===== src/rtl/sptx_pkg.sv =====
package sptx_pkg;

    // Opcode and prefix bytes that appear in the table.
    localparam logic [7:0] OP_PACKAGE  = 8'h12;
    localparam logic [7:0] OP_BYTE     = 8'h0A;
    localparam logic [7:0] OP_WORD     = 8'h0B;
    localparam logic [7:0] OP_DWORD    = 8'h0C;
    localparam logic [7:0] OP_ZERO     = 8'h00;
    localparam logic [7:0] OP_ONE      = 8'h01;
    localparam logic [7:0] NAME_MARK   = 8'h5F;

    // Offsets and limits.
    localparam logic [31:0] MIN_OPCODE_POS = 32'd40;
    localparam logic [31:0] MIN_TABLE_LEN  = 32'd44;
    localparam logic [32:0] OPCODE_MARGIN  = 33'd12;
    localparam logic [31:0] LEN_LAST_POS   = 32'd7;

    // Configuration register indexes.
    localparam int unsigned CFG_IDX_W = 1;
    localparam logic [CFG_IDX_W-1:0] CFG_NAME_CHAR_FIRST  = 1'b0;
    localparam logic [CFG_IDX_W-1:0] CFG_NAME_CHAR_SECOND = 1'b1;

    localparam logic [7:0] NAME_CHAR_FIRST_RESET  = 8'd83;
    localparam logic [7:0] NAME_CHAR_SECOND_RESET = 8'd53;

    typedef struct packed {
        logic       found;
        logic [7:0] sleep_type_a;
        logic [7:0] sleep_type_b;
    } result_t;

endpackage


===== src/rtl/sptx_if.sv =====
interface sptx_byte_if;
    logic       valid;
    logic       ready;
    logic [7:0] table_byte;
    logic       last_byte;

    modport source (output valid, output table_byte, output last_byte, input ready);
    modport sink   (input valid, input table_byte, input last_byte, output ready);
endinterface

interface sptx_result_if;
    logic       valid;
    logic       ready;
    logic       found;
    logic [7:0] sleep_type_a;
    logic [7:0] sleep_type_b;

    modport source (output valid, output found, output sleep_type_a, output sleep_type_b,
                    input ready);
    modport sink   (input valid, input found, input sleep_type_a, input sleep_type_b,
                    output ready);
endinterface

interface sptx_cfg_if;
    logic       valid;
    logic       ready;
    logic [0:0] reg_index;
    logic [7:0] reg_data;

    modport source (output valid, output reg_index, output reg_data, input ready);
    modport sink   (input valid, input reg_index, input reg_data, output ready);
endinterface


===== src/rtl/sptx_out_skid.sv =====
module sptx_out_skid
    import sptx_pkg::*;
(
    input  logic            clk,
    input  logic            rst_n,
    input  logic            push_valid,
    input  result_t         push_data,
    output logic            push_ready,
    sptx_result_if.source   res
);

    logic    out_valid_reg;
    logic    out_valid_next;
    result_t out_data_reg;
    result_t out_data_next;
    logic    skid_valid_reg;
    logic    skid_valid_next;
    result_t skid_data_reg;
    result_t skid_data_next;
    logic    pop;

    // Space is offered as long as the spare slot is free, so the upstream
    // ready never depends on the downstream ready in the same cycle.
    assign push_ready = !skid_valid_reg;
    assign pop        = out_valid_reg && res.ready;

    always_comb
    begin
        out_valid_next  = out_valid_reg;
        out_data_next   = out_data_reg;
        skid_valid_next = skid_valid_reg;
        skid_data_next  = skid_data_reg;
        if (skid_valid_reg)
        begin
            if (pop)
            begin
                out_data_next   = skid_data_reg;
                skid_valid_next = 1'b0;
            end
        end
        else if (push_valid)
        begin
            if (!out_valid_reg || pop)
            begin
                out_valid_next = 1'b1;
                out_data_next  = push_data;
            end
            else
            begin
                skid_valid_next = 1'b1;
                skid_data_next  = push_data;
            end
        end
        else if (pop)
        begin
            out_valid_next = 1'b0;
        end
    end

    always_ff @(posedge clk or negedge rst_n)
    begin
        if (!rst_n)
        begin
            out_valid_reg  <= 1'b0;
            skid_valid_reg <= 1'b0;
        end
        else
        begin
            out_valid_reg  <= out_valid_next;
            skid_valid_reg <= skid_valid_next;
        end
    end

    always_ff @(posedge clk)
    begin
        out_data_reg  <= out_data_next;
        skid_data_reg <= skid_data_next;
    end

    assign res.valid        = out_valid_reg;
    assign res.found        = out_data_reg.found;
    assign res.sleep_type_a = out_data_reg.sleep_type_a;
    assign res.sleep_type_b = out_data_reg.sleep_type_b;

    // The spare slot is only ever filled behind a waiting output.
    a_skid_behind_out: assert property (@(posedge clk) disable iff (!rst_n)
        skid_valid_reg |-> out_valid_reg)
        else $error("skid slot holds an item while the output is empty");

    // A pop with a full spare slot moves that item forward.
    a_skid_drains: assert property (@(posedge clk) disable iff (!rst_n)
        (skid_valid_reg && pop) |=> (out_valid_reg && !skid_valid_reg))
        else $error("skid item lost on output pop");

    // A waiting output item stays put until the receiver takes it.
    a_out_holds: assert property (@(posedge clk) disable iff (!rst_n)
        (out_valid_reg && !res.ready) |=> (out_valid_reg && $stable(out_data_reg)))
        else $error("output item changed while stalled");

endmodule


===== src/rtl/sleep_package_type_extractor.sv =====
// Sleep package type extractor.
//
// The table arrives on the tbl channel, one byte per item starting at offset
// zero, with last_byte set on the final byte. The block picks up the table
// length from bytes 4..7, finds the package named '_' X Y '_' (the two
// middle characters come from the configuration registers) and decodes the
// first two integers of that package into sleep_type_a and sleep_type_b.
// Exactly one item per table leaves on the res channel: either when the
// decision is made, or with found = 0 at the last byte if none was made.
//
// Each byte is handled in the cycle it is accepted; one item is accepted per
// cycle while tbl.ready is high, through the single byte-wide decode path.
// A result passes through the output register before it appears on res.
// The res channel is fronted by an output register plus a one-item skid slot:
// while a result waits, bytes keep flowing, and tbl.ready drops only once a
// second result is waiting behind a stalled receiver.
// Reset clears the parse state and loads the name characters 'S' and '5'.
// Configuration writes are always taken (cfg.ready is high) and should be
// made only while no table is in flight.
module sleep_package_type_extractor
    import sptx_pkg::*;
(
    input  logic          clk,
    input  logic          rst_n,
    sptx_byte_if.sink     tbl,
    sptx_result_if.source res,
    sptx_cfg_if.sink      cfg
);

    localparam logic [3:0] PH_SEARCH  = 4'd0;
    localparam logic [3:0] PH_PKGLEN  = 4'd1;
    localparam logic [3:0] PH_LENSKIP = 4'd2;
    localparam logic [3:0] PH_COUNT   = 4'd3;
    localparam logic [3:0] PH_A_OP    = 4'd4;
    localparam logic [3:0] PH_A_DATA  = 4'd5;
    localparam logic [3:0] PH_A_SKIP  = 4'd6;
    localparam logic [3:0] PH_B_OP    = 4'd7;
    localparam logic [3:0] PH_B_DATA  = 4'd8;
    localparam logic [3:0] PH_DONE    = 4'd9;

    logic [7:0]  name_char_first_reg;
    logic [7:0]  name_char_second_reg;

    logic [31:0] byte_position_reg;
    logic [31:0] byte_position_next;
    logic [31:0] table_length_reg;
    logic [31:0] table_length_next;
    logic [31:0] name_window_reg;
    logic [31:0] name_window_next;
    logic [3:0]  parse_phase_reg;
    logic [3:0]  parse_phase_next;
    logic [2:0]  skip_remaining_reg;
    logic [2:0]  skip_remaining_next;
    logic [7:0]  first_type_reg;
    logic [7:0]  first_type_next;
    logic        decision_made_reg;
    logic        decision_made_next;

    logic        in_fire;
    logic        push_ready;
    logic        push_valid;
    result_t     push_data;
    logic [7:0]  b;
    logic        name_hit;
    logic        is_small_const;
    logic        is_prefix;

    assign in_fire   = tbl.valid && tbl.ready;
    assign tbl.ready = push_ready;
    assign cfg.ready = 1'b1;
    assign b         = tbl.table_byte;

    assign is_small_const = (b == OP_ZERO) || (b == OP_ONE);
    assign is_prefix      = (b == OP_BYTE) || (b == OP_WORD) || (b == OP_DWORD);

    // The window holds the four bytes before this one, oldest on top; this
    // byte must then be the package opcode.
    assign name_hit = (byte_position_reg >= MIN_OPCODE_POS)
                   && (({1'b0, byte_position_reg} + OPCODE_MARGIN)
                       < {1'b0, table_length_reg})
                   && (name_window_reg[31:24] == NAME_MARK)
                   && (name_window_reg[23:16] == name_char_first_reg)
                   && (name_window_reg[15:8]  == name_char_second_reg)
                   && (name_window_reg[7:0]   == NAME_MARK)
                   && (b == OP_PACKAGE);

    always_comb
    begin
        byte_position_next  = byte_position_reg;
        table_length_next   = table_length_reg;
        parse_phase_next    = parse_phase_reg;
        skip_remaining_next = skip_remaining_reg;
        first_type_next     = first_type_reg;
        decision_made_next  = decision_made_reg;
        push_valid          = 1'b0;
        push_data           = '0;

        if (!decision_made_reg)
        begin
            // Length bytes are little-endian at offsets 4 through 7.
            if (byte_position_reg[31:2] == 30'd1)
            begin
                case (byte_position_reg[1:0])
                    2'd0:    table_length_next = table_length_reg | {24'd0, b};
                    2'd1:    table_length_next = table_length_reg | {16'd0, b, 8'd0};
                    2'd2:    table_length_next = table_length_reg | {8'd0, b, 16'd0};
                    default: table_length_next = table_length_reg | {b, 24'd0};
                endcase
            end

            unique case (parse_phase_reg) inside
                PH_SEARCH:
                begin
                    if (byte_position_reg == LEN_LAST_POS
                        && table_length_next < MIN_TABLE_LEN)
                    begin
                        push_valid = 1'b1;
                    end
                    else if (name_hit)
                    begin
                        parse_phase_next = PH_PKGLEN;
                    end
                end
                PH_PKGLEN:
                begin
                    // Lead byte bits 7:6 give the number of extra length bytes.
                    skip_remaining_next = {1'b0, b[7:6]};
                    parse_phase_next = (b[7:6] != 2'd0) ? PH_LENSKIP : PH_COUNT;
                end
                PH_LENSKIP, PH_A_SKIP:
                begin
                    skip_remaining_next = skip_remaining_reg - 3'd1;
                    if (skip_remaining_next == 3'd0)
                    begin
                        parse_phase_next =
                            (parse_phase_reg == PH_LENSKIP) ? PH_COUNT : PH_B_OP;
                    end
                end
                PH_COUNT:
                begin
                    parse_phase_next = PH_A_OP;
                end
                PH_A_OP:
                begin
                    if (is_small_const)
                    begin
                        first_type_next  = b;
                        parse_phase_next = PH_B_OP;
                    end
                    else if (is_prefix)
                    begin
                        skip_remaining_next = (b == OP_WORD)  ? 3'd1 :
                                              (b == OP_DWORD) ? 3'd3 : 3'd0;
                        parse_phase_next    = PH_A_DATA;
                    end
                    else
                    begin
                        push_valid = 1'b1;
                    end
                end
                PH_A_DATA:
                begin
                    first_type_next  = b;
                    parse_phase_next = (skip_remaining_reg != 3'd0) ? PH_A_SKIP : PH_B_OP;
                end
                PH_B_OP:
                begin
                    if (is_prefix)
                    begin
                        parse_phase_next = PH_B_DATA;
                    end
                    else
                    begin
                        // A bad second integer repeats the first one.
                        push_valid             = 1'b1;
                        push_data.found        = 1'b1;
                        push_data.sleep_type_a = first_type_reg;
                        push_data.sleep_type_b = is_small_const ? b : first_type_reg;
                    end
                end
                PH_B_DATA:
                begin
                    push_valid             = 1'b1;
                    push_data.found        = 1'b1;
                    push_data.sleep_type_a = first_type_reg;
                    push_data.sleep_type_b = b;
                end
                default:
                begin
                end
            endcase
        end

        if (push_valid)
        begin
            decision_made_next = 1'b1;
            parse_phase_next   = PH_DONE;
        end

        name_window_next = {name_window_reg[23:0], b};
        if (byte_position_reg != '1)
        begin
            byte_position_next = byte_position_reg + 32'd1;
        end

        if (tbl.last_byte)
        begin
            // Undecided table: report not found, then start over.
            if (!push_valid && !decision_made_reg)
            begin
                push_valid = 1'b1;
                push_data  = '0;
            end
            byte_position_next  = '0;
            table_length_next   = '0;
            name_window_next    = '0;
            parse_phase_next    = PH_SEARCH;
            skip_remaining_next = '0;
            first_type_next     = '0;
            decision_made_next  = 1'b0;
        end
    end

    always_ff @(posedge clk or negedge rst_n)
    begin
        if (!rst_n)
        begin
            byte_position_reg  <= '0;
            table_length_reg   <= '0;
            name_window_reg    <= '0;
            parse_phase_reg    <= PH_SEARCH;
            skip_remaining_reg <= '0;
            first_type_reg     <= '0;
            decision_made_reg  <= 1'b0;
        end
        else if (in_fire)
        begin
            byte_position_reg  <= byte_position_next;
            table_length_reg   <= table_length_next;
            name_window_reg    <= name_window_next;
            parse_phase_reg    <= parse_phase_next;
            skip_remaining_reg <= skip_remaining_next;
            first_type_reg     <= first_type_next;
            decision_made_reg  <= decision_made_next;
        end
    end

    always_ff @(posedge clk or negedge rst_n)
    begin
        if (!rst_n)
        begin
            name_char_first_reg  <= NAME_CHAR_FIRST_RESET;
            name_char_second_reg <= NAME_CHAR_SECOND_RESET;
        end
        else if (cfg.valid && cfg.ready)
        begin
            unique case (cfg.reg_index)
                CFG_NAME_CHAR_FIRST:  name_char_first_reg  <= cfg.reg_data;
                CFG_NAME_CHAR_SECOND: name_char_second_reg <= cfg.reg_data;
                default:
                begin
                end
            endcase
        end
    end

    sptx_out_skid u_out_skid (
        .clk        (clk),
        .rst_n      (rst_n),
        .push_valid (in_fire && push_valid),
        .push_data  (push_data),
        .push_ready (push_ready),
        .res        (res)
    );

    // A decided table sits in the done phase until its last byte.
    a_decided_is_done: assert property (@(posedge clk) disable iff (!rst_n)
        decision_made_reg |-> (parse_phase_reg == PH_DONE))
        else $error("decision flag set outside the done phase");

    // Skip phases are entered only with bytes left to skip.
    a_skip_nonzero: assert property (@(posedge clk) disable iff (!rst_n)
        ((parse_phase_reg == PH_LENSKIP) || (parse_phase_reg == PH_A_SKIP))
        |-> (skip_remaining_reg != 3'd0))
        else $error("skip phase with nothing left to skip");

    // The phase never leaves the defined set of codes.
    a_phase_legal: assert property (@(posedge clk) disable iff (!rst_n)
        parse_phase_reg <= PH_DONE)
        else $error("parse phase outside the defined codes");

endmodule

===== src/flat_wrapper.sv =====
// flat-port wrapper written by rule: the top's interface ports become plain ports
module sleep_package_type_extractor_flat import sptx_pkg::*;
  (clk, rst_n, tbl_valid, tbl_table_byte, tbl_last_byte, tbl_ready, res_valid, res_found, res_sleep_type_a, res_sleep_type_b, res_ready, cfg_valid, cfg_reg_index, cfg_reg_data, cfg_ready);
  sptx_byte_if tbl_i ();
  sptx_result_if res_i ();
  sptx_cfg_if cfg_i ();
  input  logic clk;
  input  logic rst_n;
  input wire logic [$bits(tbl_i.valid)-1:0] tbl_valid;
  input wire logic [$bits(tbl_i.table_byte)-1:0] tbl_table_byte;
  input wire logic [$bits(tbl_i.last_byte)-1:0] tbl_last_byte;
  output wire logic [$bits(tbl_i.ready)-1:0] tbl_ready;
  output wire logic [$bits(res_i.valid)-1:0] res_valid;
  output wire logic [$bits(res_i.found)-1:0] res_found;
  output wire logic [$bits(res_i.sleep_type_a)-1:0] res_sleep_type_a;
  output wire logic [$bits(res_i.sleep_type_b)-1:0] res_sleep_type_b;
  input wire logic [$bits(res_i.ready)-1:0] res_ready;
  input wire logic [$bits(cfg_i.valid)-1:0] cfg_valid;
  input wire logic [$bits(cfg_i.reg_index)-1:0] cfg_reg_index;
  input wire logic [$bits(cfg_i.reg_data)-1:0] cfg_reg_data;
  output wire logic [$bits(cfg_i.ready)-1:0] cfg_ready;
  assign tbl_i.valid = tbl_valid;
  assign tbl_i.table_byte = tbl_table_byte;
  assign tbl_i.last_byte = tbl_last_byte;
  assign tbl_ready = tbl_i.ready;
  assign res_valid = res_i.valid;
  assign res_found = res_i.found;
  assign res_sleep_type_a = res_i.sleep_type_a;
  assign res_sleep_type_b = res_i.sleep_type_b;
  assign res_i.ready = res_ready;
  assign cfg_i.valid = cfg_valid;
  assign cfg_i.reg_index = cfg_reg_index;
  assign cfg_i.reg_data = cfg_reg_data;
  assign cfg_ready = cfg_i.ready;
  sleep_package_type_extractor u_core (.clk(clk), .rst_n(rst_n), .tbl(tbl_i), .res(res_i), .cfg(cfg_i));
endmodule

===== config.mk =====
export PLATFORM = sky130hd
export DESIGN_NAME = sleep_package_type_extractor_flat
export DESIGN_NICKNAME = d
export VERILOG_FILES = /design/src/rtl/sptx_pkg.sv /design/src/rtl/sptx_if.sv /design/src/rtl/sptx_out_skid.sv /design/src/rtl/sleep_package_type_extractor.sv /design/src/flat_wrapper.sv
export SDC_FILE = /design/constraint.sdc
export NUM_CORES = 1
export LEC_CHECK = 0
export BUFFER_PORTS_ARGS = -buffer_cell sky130_fd_sc_hd__buf_2
export CORE_MARGIN = 3
export CORE_UTILIZATION = 60
export DETAILED_ROUTE_END_ITERATION = 10
export HOLD_SLACK_MARGIN = 0.06
export PLACE_DENSITY_LB_ADDON = 0.12
export SLEW_MARGIN = 20
export SYNTH_ARGS = -nofsm -noshare
export SYNTH_HDL_FRONTEND = slang
export SYNTH_HIERARCHICAL = 1
export SYNTH_SLANG_ARGS = --single-unit

===== constraint.sdc =====
create_clock -name clk -period 5.37 [get_ports clk]
set_clock_uncertainty 0.1 [all_clocks]
set_input_delay 0.2685 -clock clk [delete_from_list [all_inputs] [get_ports clk]]
set_output_delay 0.2685 -clock clk [all_outputs]
set_load 0.005 [all_outputs]

==> results.toml <==
[outcome]
status = "finished, final reports clean"

[clock_tree]
cts_buffer_depth = 2
htree_levels = 4
clk_pin_slew_worst_paths_ns = 0.06
ctsHoldBuffers = 10
clk_latency_ns = 0.43
clock_tree.root_cell = "clkbuf_16"
cts_resized = 0
cts_num_sinks = 164
numCtsBuffers = 17
cts_tree = "built"
cts_setup_buffers = 0

[yosys]
yosysTopAreaCell = "dfrtp_1"
synth_warnings = 6
yosysUniqueCellTypes = 76
yosysSeqAreaShare = 0.4621
synth_top_area_share = 0.3293
netlist_area_um2 = 9271
synth_edf_count = 34
syn-num-nets = 1018
synthFlopType = "dfrtp_1"
synth_area_leaders = "dfrtp_1 33%, edfxtp_1 11%, ha_1 5.7%"
synth_top_cells_by_count = "122 x dfrtp_1, 88 x nor2_1, 83 x nand2_1"
postSynthCellCount = 953
synth.most_common_cell = "dfrtp_1"
ys_ff_latch = 164
synth_area_per_cell_um2 = 9.729
synth_async_sr_flop_share = 0.7927

[pwr]
total_power_w = 0.003856
powerDensity_nw_per_um2 = 379.1
ir_worst_vdd_mv = 0.2732
leakage_nw = 4.403

[setup_path]
regToRegSetupSlack_ns = 1.03
crit_path_start_kind = "flop"
worst_setup_path_end_kind = "flop"
r2r_end = "u_core/parse_phase_reg[3]$_DFFE_PN0P_"
arrival_ns = 4.58
path_max_fanout = 10
path_class = "reg2reg"
reg2reg_from = "u_core/byte_position_reg[4]$_DFFE_PN0P_"
ff2ff_path_depth = 14
crit_start = "u_core/byte_position_reg[4]$_DFFE_PN0P_"
cp_data_required_time_ns = 5.61

[sta]
slew_headroom = 0.3977
max_freq_mhz = 230.4
tightest_slew_ns = 0.8807
fin_crit_ns = 4.340
drv_slew = 0
rsz0062_at_grt = "false"
finalSetupTns_ns = 0
hold_viol_final = 0
setup_violations = 0
fin_crit_sh = 0.8081

[drt]
via_count = 7122
antenna_left = 0
drtIter0Drc = 666
routed_via_density = 6.087
dr.pass1.iters = 5
wl_um = 21870
wire_per_inst_um = 18.69
drc = 0

[floorplanning]
io_pins = 43
start_util = 0.6261
die_area_um2 = 16980
row_count = 44
die_w_um = 130.3
die_height_um = 130.3
core_area_um2 = 14810

[placed_design]
gp_congestion = 0.9242
hpwl_um = 14910
dp.cells = 1128
portBuffers = 41

[global_routing]
grt_pass1_wl_um = 35930
antenna_found_initial = 0
grt_overflow_total = 0
grt_max_degree = 67
grt_pass1_vias = 6886
grt_usage = 0.2724

[final_layout]
diodes = 0
fillers = 1154
nets = 1038
post_layout_nonfiller_instances = 1170
drive_gt1_frac = 0.1410
area_growth_syn_to_layout_pct = 9.703

[min_path]
worstHoldStart = "tbl_table_byte[1]"
hp-class = "in2reg"
hold_end = "u_core/table_length_reg[25]$_DFFE_PN0P_"
min_path_cells = 3

[job]
maxCapViolations = 0
-- power by group --
group,switching [W],internal (W)
Combinational,0.000551,0.000385
Clock,0.000516,0.000742
Sequential,0.000171,0.00149
Total,0.00124,0.00262
-- per-stage QoR --
stage / hold slack, ns / utilization / area (um^2) / setup WS [ns]
detailed placement: 0.2089 / 0.6393 / 9468 / 1.199
finish: 0.1519 / 0.6868 / 10170 / 1.030
CTS: 0.1276 / 0.6868 / 10170 / 1.130
global route: 0.1520 / 0.6868 / 10170 / 0.4760
global placement: 0.2134 / 0.6393 / 9468 / 1.324
floorplan: -0.1271 / - / 9271 / 1.582
-- final cells by class --
cell class / count / area (um^2) / share of cell area
Multi-Input combinational cell: 685 / 4521 / 0.4445
Sequential cell: 164 / 4284 / 0.4212
Clock buffer: 19 / 434.2 / 0.04269
Timing Repair Buffer: 56 / 349.1 / 0.03432
Tap cell: 184 / 230.2 / 0.02264
Inverter: 49 / 183.9 / 0.01808
Clock inverter: 13 / 168.9 / 0.01661
-- worst max-delay path by stage --
stage | slack (ns) | cells past startpoint | endpoint
after global placement | 1.32 | 15 | u_core/parse_phase_reg[0]$_DFFE_PN0P_
after global routing | 0.48 | 14 | u_core/parse_phase_reg[3]$_DFFE_PN0P_
after CTS | 1.13 | 14 | u_core/parse_phase_reg[3]$_DFFE_PN0P_
final | 1.03 | 14 | u_core/parse_phase_reg[3]$_DFFE_PN0P_
after detailed placement | 1.20 | 14 | u_core/parse_phase_reg[3]$_DFFE_PN0P_
after floorplan | 1.58 | 15 | u_core/parse_phase_reg[0]$_DFFE_PN0P_
-- layer usage --
layer  GRT usage  up-vias  wire, um  share of wire
met3     0.04830       35      1490          0.068
li1            -     3383         -              -
met2      0.4161      266      9935           0.45
met1      0.3991     3438     10070           0.46
met5           0        -         0              0
met4     0.08619        0       371          0.017
-- placed cells by master (no fill, tap or decap), types with 34 or more instances in the layout --
cell        n
nand2_1    82
buf_2      40
xor2_1     36
nand2b_1   34
xnor2_1    34
edfxtp_1   34
mux2_2     34
ha_1       42
o21ai_0    67
nor2_1     88
a21oi_1    39
dfrtp_1   122
inv_1      48
-- cell families after synthesis --
logic type      after synthesis  synth area share
flops                       164            0.4621
buf+inv                     104           0.05061
xor+xnor                     70           0.06613
mux                          34           0.04130
fa+ha+maj                    42           0.05668
other cells                   1         0.0004045
simple gates                369            0.2072
compound gates              169            0.1157
-- worst max-delay path, stage by stage (launching register included) --
cell	delay, ns
dfrtp_1	0.53
and3_1	0.27
and3_1	0.22
a21boi_0	0.59
nand2_1	0.21
nor3_1	0.26
xor2_1	0.23
ha_1	0.29
a2111oi_0	0.49
nand4_1	0.16
o41ai_2	0.37
nand2_1	0.11
nor2_2	0.14
nand2_1	0.08
o211ai_1	0.18
No activity file was read; power rests on OpenSTA's default activity.
